File: src/hw/rtl/assert_macros.svh
// Assertion macros used by the top-level RTL file of the sorted key/value table.
`ifndef ASSERT_MACROS_SVH
`define ASSERT_MACROS_SVH

// The consequent must hold in the same cycle as the antecedent.
`define ASSERT_IMPLIES(label, clk, rst, ante, cons) \
   label: assert property (@(posedge clk) disable iff (rst) (ante) |-> (cons)) \
      else $error("assertion failed: same-cycle implication");

// The consequent must hold in the cycle after the antecedent.
`define ASSERT_NEXT(label, clk, rst, ante, cons) \
   label: assert property (@(posedge clk) disable iff (rst) (ante) |=> (cons)) \
      else $error("assertion failed: next-cycle implication");

`endif

File: src/hw/rtl/skvt_pkg.sv
// Package with constants and types of the sorted key/value table.
package skvt_pkg;

   localparam int CAPACITY   = 64;
   localparam int KEY_BITS   = 24;
   localparam int VALUE_BITS = 32;
   // Slot index wide enough to hold CAPACITY itself (one past the end).
   localparam int SLOT_BITS  = $clog2(CAPACITY + 1);

   typedef enum logic [1:0] {
      OP_SET    = 2'd0,
      OP_REMOVE = 2'd1,
      OP_GET    = 2'd2,
      OP_NEXT   = 2'd3
   } op_type;

   typedef struct packed {
      op_type                op;
      logic [KEY_BITS-1:0]   key;
      logic [VALUE_BITS-1:0] value;
   } req_payload_type;

   typedef struct packed {
      logic [VALUE_BITS-1:0] result_value;
      logic                  found;
      logic                  table_full;
   } rsp_payload_type;

   // Contents of one slot.
   typedef struct packed {
      logic [KEY_BITS-1:0]   key;
      logic [VALUE_BITS-1:0] value;
      logic                  used;
   } entry_type;

   // What a cell does at the next clock edge.
   typedef enum logic [2:0] {
      CELL_HOLD        = 3'd0,
      CELL_LOAD        = 3'd1,
      CELL_WRITE_VALUE = 3'd2,
      CELL_SHIFT_UP    = 3'd3,
      CELL_SHIFT_DOWN  = 3'd4
   } cell_op_type;

   // Compare results that a cell reports to the control logic.
   typedef struct packed {
      logic lt;       // used and key below the request key
      logic eq;       // used and key equal to the request key
      logic cur_hit;  // under the cursor, used and key not above the cursor key
   } cell_stat_type;

   typedef enum logic [0:0] {
      ST_IDLE = 1'b0,
      ST_EXEC = 1'b1
   } state_type;

endpackage

File: src/hw/rtl/skvt_cell.sv
// One slot of the sorted table: stores an entry, compares it and shifts with its neighbors.
module skvt_cell (
   input  logic                           clock,
   input  logic                           reset,
   input  skvt_pkg::cell_op_type          cell_op,
   input  logic                           rd_sel,
   input  logic                           cur_sel,
   input  skvt_pkg::req_payload_type      req,
   input  logic [skvt_pkg::KEY_BITS-1:0]  cursor_key,
   input  skvt_pkg::entry_type            lower_entry,
   input  skvt_pkg::entry_type            upper_entry,
   output skvt_pkg::entry_type            entry,
   output skvt_pkg::cell_stat_type        stat,
   output logic [skvt_pkg::VALUE_BITS-1:0] rd_value
);
   import skvt_pkg::*;

   logic [KEY_BITS-1:0]   key_ff;
   logic [VALUE_BITS-1:0] value_ff;
   logic                  used_ff;
   entry_type             entry_in;

   always_comb begin
      entry_in = '{key: key_ff, value: value_ff, used: used_ff};
      case (cell_op)
         CELL_HOLD: begin
         end
         CELL_LOAD: begin
            entry_in = '{key: req.key, value: req.value, used: 1'b1};
         end
         CELL_WRITE_VALUE: begin
            entry_in.value = req.value;
         end
         CELL_SHIFT_UP: begin
            entry_in = lower_entry;
         end
         CELL_SHIFT_DOWN: begin
            entry_in = upper_entry;
         end
         default: begin
         end
      endcase
   end

   always_ff @(posedge clock) begin
      if (reset) begin
         used_ff <= 1'b0;
      end else begin
         used_ff <= entry_in.used;
      end
   end

   always_ff @(posedge clock) begin
      key_ff   <= entry_in.key;
      value_ff <= entry_in.value;
   end

   assign entry        = '{key: key_ff, value: value_ff, used: used_ff};
   assign stat.lt      = used_ff && (key_ff < req.key);
   assign stat.eq      = used_ff && (key_ff == req.key);
   assign stat.cur_hit = cur_sel && used_ff && (key_ff <= cursor_key);
   assign rd_value     = value_ff & {VALUE_BITS{rd_sel}};

endmodule

File: config.mk
export PLATFORM = sky130hd
export DESIGN_NAME = skvt_cell
export DESIGN_NICKNAME = d
export VERILOG_FILES = /design/src/hw/rtl/assert_macros.svh /design/src/hw/rtl/skvt_pkg.sv /design/src/hw/rtl/skvt_cell.sv
export SDC_FILE = /design/constraint.sdc
export NUM_CORES = 1
export LEC_CHECK = 0
export BUFFER_PORTS_ARGS = -buffer_cell sky130_fd_sc_hd__buf_2
export CAP_MARGIN = 30
export CELL_PAD_IN_SITES_DETAIL_PLACEMENT = 1
export CELL_PAD_IN_SITES_GLOBAL_PLACEMENT = 2
export CORE_MARGIN = 2
export CORE_UTILIZATION = 24
export DETAILED_ROUTE_END_ITERATION = 8
export PLACE_DENSITY = 0.95
export SLEW_MARGIN = 15
export SYNTH_ARGS = -nofsm -noshare
export SYNTH_HDL_FRONTEND = slang
export SYNTH_SLANG_ARGS = --single-unit
File: constraint.sdc
create_clock -name clock -period 6.03 [get_ports clock]
set_input_delay 0.9045 -clock clock [delete_from_list [all_inputs] [get_ports clock]]
set_output_delay 0.9045 -clock clock [all_outputs]
set_load 0.02 [all_outputs]
; ---- After elaboration in Yosys (flattened, before gate mapping)
; Index checks and enable logic that the tools add are counted.
[classes]
n_eq_ne = 5
reduce_logical = 7
shift = 0
mul = 0
muxes = 3
div_mod_pow = 0
bitwise = 1
n_lt_le_gt_ge = 2
n_addsub = 0
[op_table]
columns = operator, count
row1 = case mux 32 bit (3 select lines), 1
row2 = case mux 24 bit (3 select lines), 1
row3 = bitwise AND 32 bit, 1
row4 = equality test 24 bit, 1
row5 = less-or-equal comparator 24 bit, 1
row6 = less-than comparator 24 bit, 1
row7 = "equality test 3 x 2 -> 1 bit, second input constant", 2
row8 = nonzero test 3 bit, 2
row9 = logical AND 1 bit, 4
row10 = "equality test 3 x 1 -> 1 bit, second input constant", 1
row11 = "equality test 3 bit, second input constant", 1
row12 = case mux 1 bit (3 select lines), 1
row13 = OR reduction 2 bit, 1
[word_totals]
latch_bits = 0
elab_cells = 21
in_bits = 203
mem_bits_rw = 0
regBits = 57
mem_bits_ro = 0
output_inout_bits = 92
memories = 0

; ---- Longest topological paths before layout
; Gate-level depths: netlist of run 1.
[logic_depth]
depth_word = 3
ltp_mapped = 7
depth_no_buf = 7

; ---- Worst setup path after synthesis of run 1
; No wires, ideal clock.
[synth_timing]
path_type = input to output
from = input cursor_key[18] (netlist name)
to = output stat[0] (netlist name)
arrival_time_ns = 2.284
slack_ns = 2.842
path_stages = 7
path_buffers = 0
required_time_ns = 5.125
cell_sequence = inv_1 ha_1 a41oi_2 o21ai_1 a221oi_2 nand2_1 a221oi_2
[synth_lines]
columns = item, line
row1 = from (decl), skvt_cell.sv:9  ; input logic [skvt_pkg::KEY_BITS-1:0] cursor_key,
row2 = to (decl), skvt_cell.sv:13  ; output skvt_pkg::cell_stat_type stat,

==> results.json, run 1 <==
{
  "via_per_inst": 4.57,
  "yosys.area.top_type_share_pct": 40.1,
  "highest_layer": "met5",
  "dp_hpwl_mm": 12.8,
  "rows": 48,
  "max_freq_ghz": 0.282,
  "status": "finished clean",
  "min_period_over_period_pct": 58.8,
  "drive_gt1_share_pct": 42.8,
  "yosys-top-cells-count": "nand2_1 (123), a22oi_1 (57), edfxtp_1 (56)",
  "htree_levels": 3,
  "start_util_pct": 24.4,
  "die_h_um": 136,
  "crit_path_start_kind": "primary input",
  "slew_headroom_pct": 51.6,
  "drt_first_pass_iters": 4,
  "p_leak_nw": 3.31,
  "netlist-cell-type-count": 35,
  "drtIter0Drc": 154,
  "ctsHoldBuffers": 0,
  "die_area_um2": 18500,
  "ys.flop_type": "edfxtp_1",
  "rsz0062_at_grt": "false",
  "nets": 1001,
  "cp.arrival_ns": 2.64,
  "cts.sinks": 57,
  "dr_wl_met2_mm": 8.26,
  "grt_pass1_wl_mm": 24.3,
  "fp.coreArea_um2": 17200,
  "grt_max_degree": 58,
  "post_cts.repair.setup_buffers": 0,
  "die_x_um": 136,
  "met1_length_mm": 6.32,
  "setup.worst_path.class": "in2out",
  "place_congestion": 0.774,
  "skew_ns": 0,
  "drc_errors": 0,
  "power_density_nw_per_um2": 240,
  "ant_nets": 0,
  "synth_cells": 464,
  "fill_cells": 2146,
  "portBuffers": 292,
  "worst_pin_slew_ns": 0.726,
  "wl_per_cell_um": 16.5,
  "worstHoldPathType": "reg2reg",
  "cts_tree": "done",
  "post_cts_resized": 0,
  "wl_mm": 16.2,
  "synth_seq_cells": 57,
  "finalSetupTns_ns": 0,
  "hold_viol_final": 0,
  "syn_area_per_cell_um2": 9.03,
  "vdd_drop_max_v": 0.000116,
  "synth-edff-count": 56,
  "drv_cap": 0,
  "grt.total_usage_pct": 17.4,
  "grt-ovfl-total": 0,
  "setup_viol": 0,
  "placedCellCount": 962,
  "setup_ws_ns": 2.48,
  "crit_start": "cursor_key[18]",
  "yosysSeqAreaShare_pct": 40.6,
  "r2r-start": "used_ff",
  "io_pins": 295,
  "drv_slew": 0,
  "yosysMostFrequentCell": "nand2_1",
  "synth_top_cell_by_area": "edfxtp_1",
  "synth_area_leaders": "edfxtp_1 (40%), ha_1 (14%), nand2_1 (11%), a22oi_1 (10%), and2_1 (4.8%)",
  "cts_made_buffers": 9,
  "dp_slack_ns": 2.49,
  "p_total_mw": 1.49,
  "yosysWarnings": 0,
  "cts-root-buf": "clkbuf_16",
  "synth_area_um2": 4190,
  "synthesis.nets": 715,
  "instances_no_fill": 979,
  "area_growth_pct": 47.8,
  "clockBufferDepth": 2,
  "worstPathMaxFanout": 3,
  "endpoint_kind": "output pin",
  "required_ns": 5.13,
  "first_global_vias": 4649,
  "path_clk_slew_ns": 0.05,
  "met3_length_mm": 1.35,
  "vias": 4478,
  "hp-start": "used_ff",
  "fin_crit_ns": 3.55,
  "worstSkewPairLatency_ns": 0.33,
  "antenna_found_initial": 3,
  "async_reset_ff_share_pct": 0
}
==> worst max-delay path, cell delays in order <==
cell and delay, ns:
buf_2 0.08, inv_1 0.04, ha_1 0.33, a41oi_2 0.20, o21ai_1 0.11, a221oi_2 0.36
nand2_1 0.16, a221oi_2 0.27, buf_2 0.20
==> layout make-up <==
type | instances | area, um2 | area share (%)
diodes | 1 | 2.50 | 0.0404
multi-input cells | 335 | 2210 | 35.6
inverters | 50 | 188 | 3.03
clock inverters | 5 | 48.8 | 0.788
flip-flops and latches | 57 | 1700 | 27.5
repair buffers | 297 | 1540 | 24.8
clock buffers | 9 | 225 | 3.64
well taps | 225 | 282 | 4.55
==> sequential cells by signal, indices dropped and copies added, names as in the netlist <==
register,count
value_ff,32
key_ff,24
used_ff,1
==> cells by family (layout without fill, tap and decap cells) <==
| group | Yosys count | in the layout | share of synthesized area [%] |
|---|---|---|---|
| AND/OR/NAND/NOR | 190 | 190 | 21.0 |
| AO/OA/AOI/OAI | 96 | 96 | 16.4 |
| buffers and inverters | 72 | 361 | 7.49 |
| flip-flops | 57 | 57 | 40.6 |
| adder cells (fa/ha/maj) | 48 | 48 | 14.3 |
| XOR/XNOR | 1 | 1 | 0.209 |
| other | 0 | 1 | 0 |
==> through the flow <==
stage               instance area, um2  hold slack, ns  utilization [%]
global route                      6190           0.722             36.1
finish                            6190           0.644             36.1
detailed placement                5860           0.661             34.1
floorplan                         4190           0.502                -
CTS                               6140           0.672             35.7
global placement                  5860           0.653             34.1
==> path summary, 6_finish.rpt <==
path | slack, ns | cells after the start | end
worst max-delay path | 2.48 | 9 | stat[0]
worst min-delay path | 0.64 | 2 | used_ff
worst max register to register | 5.23 | 2 | used_ff
worst min register to register | 0.64 | 2 | used_ff
==> power breakdown <==
part	switching (mW)	leakage (nW)	internal, mW	total, mW
registers	0.0360	0.547	0.503	0.539
logic	0.270	2.62	0.184	0.454
clock network	0.183	0.138	0.311	0.495
total	0.490	3.31	0.998	1.49
==> cells in the final DEF (no fill, tap or decap), drive strengths merged <==
cell type	instances
xnor2	1
clkinv	4
a22oi	57
nor4	2
o221ai	1
nand4	11
or3	2
nand3	3
and2	33
or2	1
ha	48
a41oi	1
o32ai	1
dfxtp	1
nor2	7
and3	1
a21oi	19
o211ai	2
bufinv	1
nor3	2
nand2	123
clkbuf	9
inv	50
edfxtp	56
a221oi	2
nor2b	4
a21o	6
a211o	1
buf	297
o21ai	6
nand2b	1
diode	1
==> per-layer routing <==
metal	up-vias	GRT usage [%]
li1	2213	-
met1	2065	19.5
met2	175	31.5
met3	21	5.48
met4	4	4.80
met5	-	0
No activity file was read; power rests on OpenSTA's default activity.
==> inputs of run 2 (changes only) <==
--- a/config.mk
+++ b/config.mk
@@ -5,14 +5,15 @@
 export SDC_FILE = /design/constraint.sdc
 export NUM_CORES = 1
 export LEC_CHECK = 0
+export ABC_AREA = 1
 export BUFFER_PORTS_ARGS = -buffer_cell sky130_fd_sc_hd__buf_2
 export CAP_MARGIN = 30
 export CELL_PAD_IN_SITES_DETAIL_PLACEMENT = 1
 export CELL_PAD_IN_SITES_GLOBAL_PLACEMENT = 2
 export CORE_MARGIN = 2
-export CORE_UTILIZATION = 24
+export CORE_UTILIZATION = 19
 export DETAILED_ROUTE_END_ITERATION = 8
-export PLACE_DENSITY = 0.95
+export PLACE_DENSITY = 0.86
 export SLEW_MARGIN = 15
 export SYNTH_ARGS = -nofsm -noshare
 export SYNTH_HDL_FRONTEND = slang
==> constraint.sdc (replaced) <==
create_clock -name clock -period 2.9 [get_ports clock]
set_input_delay 0.435 -clock clock [delete_from_list [all_inputs] [get_ports clock]]
set_output_delay 0.435 -clock clock [all_outputs]
set_load 0.02 [all_outputs]
==> results.json, run 2 <==
{
  "clockBufferDepth": 2,
  "yosysSeqAreaShare_pct": 39.1,
  "async_reset_ff_share_pct": 0,
  "synthesis.nets": 842,
  "yosysWarnings": 0,
  "hold_viol_final": 0,
  "status": "finished clean",
  "synth_seq_cells": 57,
  "setup_viol": 0,
  "regMostFlops": "value_ff",
  "path_clk_slew_ns": 0.06,
  "yosysMostFrequentCell": "nand2_1",
  "vias": 4800,
  "yosys.area.top_type_share_pct": 38.6,
  "ctsHoldBuffers": 0,
  "die_h_um": 155,
  "required_ns": 2.47,
  "post_cts_resized": 0,
  "setup.worst_path.class": "reg2out",
  "post-route-util_pct": 28.1,
  "post_cts.repair.setup_buffers": 0,
  "path_cells": "ha_1 > nand2_1 > inv_1 > nand3_1 > nor2_1 > nand4_1 > nor4_2 > buf_2",
  "syn_area_per_cell_um2": 7.37,
  "final_common_cell": "buf_2",
  "htree_levels": 3,
  "skew_ns": 0,
  "cp.arrival_ns": 2.21,
  "cpPeakStageDelay_ns": 0.43,
  "synth-edff-count": 56,
  "antenna_cells": 0,
  "vdd_drop_max_v": 0.000239,
  "reg_top3": "value_ff (32), key_ff (24), used_ff (1)",
  "instances_no_fill": 1166,
  "worstHoldPathType": "in2reg",
  "timing.hold.ws_ns": 0.268,
  "grt.total_usage_pct": 14.6,
  "finalSetupTns_ns": 0,
  "yosys-top-cells-count": "nand2_1 (250), inv_1 (94), nand3_1 (63)",
  "fin_crit_ns": 2.64,
  "drv_slew": 0,
  "slew_headroom_pct": 53.9,
  "synth_top_cell_by_area": "edfxtp_1",
  "fill_cells": 2893,
  "largest_reg_flops": 32,
  "max_freq_ghz": 0.378,
  "drive_gt1_share_pct": 36.0,
  "wl_mm": 18.0,
  "cts_made_buffers": 9,
  "grt-ovfl-total": 0,
  "worstSkewPairLatency_ns": 0.33,
  "cts-root-buf": "clkbuf_16",
  "synth_area_leaders": "edfxtp_1 (39%), nand2_1 (22%), ha_1 (14%), inv_1 (8.1%), nand3_1 (7.2%)",
  "min_period_over_period_pct": 91.2,
  "grt_max_degree": 58,
  "rsz0062_at_grt": "false",
  "die_area_um2": 24200,
  "drc_errors": 0,
  "worstPathMaxFanout": 3,
  "cts.sinks": 57,
  "place_congestion": 0.747,
  "nets": 1128,
  "endpoint_kind": "output pin",
  "crit_path_top_delay_cell": "edfxtp_1",
  "first_global_vias": 4940,
  "synth_cells": 591,
  "fin_area_um2": 6340,
  "placed_cell_area_um2": 6080,
  "netlist-cell-type-count": 24,
  "via_per_inst": 4.12,
  "dp_slack_ns": 0.331,
  "dp_hpwl_mm": 14.4,
  "cts_tree": "done",
  "io_pins": 295,
  "worst_pin_slew_ns": 0.692,
  "power_density_nw_per_um2": 479,
  "rows": 55,
  "fp.coreArea_um2": 22600,
  "drt_first_pass_iters": 4,
  "antenna_found_initial": 0,
  "p_leak_nw": 3.61,
  "drtIter0Drc": 178,
  "drv_cap": 0,
  "placedCellCount": 1151,
  "crit_path_start_kind": "flop",
  "synth_area_um2": 4360,
  "wl_per_cell_um": 15.4,
  "die_x_um": 155,
  "ys.flop_type": "edfxtp_1",
  "r2r_setup_slack_ns": 2.03,
  "grt_pass1_wl_mm": 27.1,
  "start_util_pct": 19.3,
  "portBuffers": 292,
  "setup_ws_ns": 0.255,
  "p_total_mw": 3.04,
  "ant_nets": 0,
  "layout_common_cells": "buf_2 (292), nand2_1 (250), inv_1 (94), nand3_1 (63), edfxtp_1 (56)",
  "area_growth_pct": 45.6
}
==> run 2: logic make-up after synthesis <==
family | count (synthesis) | share of synthesized area [%]
AO/OA/AOI/OAI | 29 | 3.79
adder cells (fa/ha/maj) | 48 | 13.8
AND/OR/NAND/NOR | 341 | 31.9
flip-flops | 57 | 39.1
buffers and inverters | 116 | 11.4
==> run 2: critical path, delay by kind of cell (launching register included) <==
kind	cells	cell delay, ns
DFF	1	0.43
adders and majority gates	1	0.34
and+or+nand+nor	5	0.83
buffers and inverters	2	0.28
==> run 2: power by group <==
part | internal, mW | switching, mW | leakage [nW] | total, mW
clock | 0.569 | 0.421 | 0.131 | 0.989
combinational | 0.351 | 0.582 | 2.93 | 0.933
sequential | 1.04 | 0.0733 | 0.544 | 1.11
==> run 2: area by class of cell <==
| class | count | area, um2 | share of cell area [%] |
|---|---|---|---|
| Sequential cell | 57 | 1700 | 26.8 |
| Multi-Input combinational cell | 418 | 2170 | 34.2 |
| Tap cell | 285 | 357 | 5.62 |
| Inverter | 94 | 353 | 5.56 |
| Timing Repair Buffer | 297 | 1500 | 23.6 |
| Clock buffer | 9 | 225 | 3.55 |
| Clock inverter | 6 | 36.3 | 0.572 |
==> run 2: routing by layer <==
metal / global-route usage (%) / part of all wire, % / up-vias
met3: 1.98 / 4.5 / 15
met4: 4.02 / 1.5 / 0
li1: - / - / 2447
met2: 25.7 / 50 / 142
met1: 18.6 / 44 / 2196
met5: 0 / 0 / -
==> run 2: worst paths after layout <==
kind,startpoint,to,depth (start not counted)
hold / removal,reset,used_ff,2
setup / recovery,key_ff[23],stat[1],8
hold reg to reg,used_ff,used_ff,2
setup reg to reg,used_ff,used_ff,2
==> inputs of run 3 (changes only) <==
--- a/config.mk
+++ b/config.mk
@@ -14,6 +14,7 @@
 export CORE_UTILIZATION = 19
 export DETAILED_ROUTE_END_ITERATION = 8
 export PLACE_DENSITY = 0.86
+export REMOVE_ABC_BUFFERS = 1
 export SLEW_MARGIN = 15
 export SYNTH_ARGS = -nofsm -noshare
 export SYNTH_HDL_FRONTEND = slang
==> results.json, run 3 (synthesized netlist as in run 2, its figures left out) <==
{
  "grt_pass1_wl_mm": 26.2,
  "vdd_drop_max_v": 0.000225,
  "cts_tree": "done",
  "wl_mm": 17.1,
  "r2r_setup_slack_ns": 2.12,
  "p_leak_nw": 3.61,
  "setup_ws_ns": 0.281,
  "dp_slack_ns": 0.497,
  "drv_slew": 0,
  "rows": 55,
  "path_cells": "ha_1 > nand2_1 > nor2_1 > nand4_1 > nor2_1 > nand3_1 > a21oi_1 > buf_2",
  "die_x_um": 155,
  "cpPeakStageDelay_ns": 0.43,
  "rr_endpoint": "used_ff",
  "hp-start": "reset",
  "fp.coreArea_um2": 22600,
  "antenna_found_initial": 2,
  "reg_top3": "value_ff (32), key_ff (24), used_ff (1)",
  "cts.sinks": 57,
  "area_growth_pct": 45.8,
  "fin_crit_ns": 2.62,
  "timing.hold.ws_ns": 0.281,
  "ctsHoldBuffers": 0,
  "cts-root-buf": "clkbuf_16",
  "status": "finished clean",
  "required_ns": 2.47,
  "crit_path_top_delay_cell": "edfxtp_1",
  "critical-path-top-delay-family": "simple AND/OR/NAND/NOR gates",
  "largest_reg_flops": 32,
  "crit_path_start_kind": "flop",
  "p_total_mw": 2.99,
  "dp_hpwl_mm": 14.0,
  "r2r-start": "used_ff",
  "instances_no_fill": 1168,
  "wl_per_cell_um": 14.6,
  "via_per_inst": 4.14,
  "portBuffers": 292,
  "placedCellCount": 1152,
  "io_pins": 295,
  "place_congestion": 0.767,
  "die_area_um2": 24200,
  "worstHoldPathType": "in2reg",
  "reg2reg_depth": 2,
  "drc_errors": 0,
  "rsz0062_at_grt": "false",
  "start_util_pct": 19.3,
  "htree_levels": 3,
  "grt.total_usage_pct": 14.1,
  "power_density_nw_per_um2": 470,
  "worstSkewPairLatency_ns": 0.33,
  "final_common_cell": "buf_2",
  "first_global_vias": 5128,
  "slew_headroom_pct": 53.4,
  "worst_pin_slew_ns": 0.700,
  "vias": 4840,
  "grt-ovfl-total": 0,
  "setup.worst_path.class": "reg2out",
  "endpoint_kind": "output pin",
  "cp_common_cell": "nor2_1",
  "worstPathMaxFanout": 3,
  "min_period_over_period_pct": 90.3,
  "cp.arrival_ns": 2.18,
  "ant_nets": 0,
  "layout_common_cells": "buf_2 (292), nand2_1 (250), inv_1 (94), nand3_1 (63), edfxtp_1 (56)",
  "drtIter0Drc": 112,
  "cts_made_buffers": 9,
  "drt_first_pass_iters": 4,
  "drv_cap": 0,
  "setup_viol": 0,
  "skew_ns": 0,
  "path_clk_slew_ns": 0.05,
  "drive_gt1_share_pct": 35.5,
  "die_h_um": 155,
  "nets": 1129,
  "post_cts.repair.setup_buffers": 0,
  "min_to": "used_ff",
  "worst-path-buf-inv": 1,
  "regMostFlops": "value_ff",
  "grt_max_degree": 58,
  "hold_viol_final": 0,
  "min_path_cells": 2,
  "max_freq_ghz": 0.382,
  "post_cts_resized": 0,
  "clockBufferDepth": 2
}
run 3: per-layer routing:
layer / vias up / wire [um] / GRT usage (%)
li1: 2453 / - / -
met1: 2182 / 6900 / 15.5
met2: 180 / 8440 / 25.2
met3: 23 / 1300 / 4.15
met4: 2 / 409 / 5.72
met5: - / 16 / 0
run 3: metrics by stage:
step	instance area, um2	TNS [ns]	util, %
after CTS	6350	0	28.1
after detailed placement	6100	0	27.0
after global routing	6350	0	28.1
final	6350	0	28.1
after floorplan	4210	-20.54	-
after global placement	6100	0	27.0
run 3: worst max-delay path by stage:
stage | startpoint | to | slack [ns] | depth (start not counted)
floorplan | cell_op[1] | value_ff[0] | -0.64 | 4
global placement | req[55] | stat[2] | 0.51 | 11
detailed placement | cursor_key[15] | stat[0] | 0.50 | 10
CTS | key_ff[15] | stat[0] | 0.20 | 8
global route | key_ff[15] | stat[0] | 0.09 | 8
finish | key_ff[15] | stat[0] | 0.28 | 8
run 3: area by class of cell:
cell class                      count  area, um2
Fill cell                        2877      16200
Multi-Input combinational cell    418       2170
Sequential cell                    57       1700
Timing Repair Buffer              298       1520
Tap cell                          285        357
Inverter                           94        353
Clock buffer                       10        229
Clock inverter                      5       23.8
Antenna cell                        1       2.50
run 3: worst register-to-register path, stage by stage (launching register included):
cell and delay, ns:
dfxtp_1 0.41, inv_1 0.10, a211oi_2 0.20
run 3: report_power, final:
group	internal [mW]	switching, mW
Clock	0.562	0.380
Sequential	1.04	0.0714
Combinational	0.353	0.578
Total	1.96	1.03
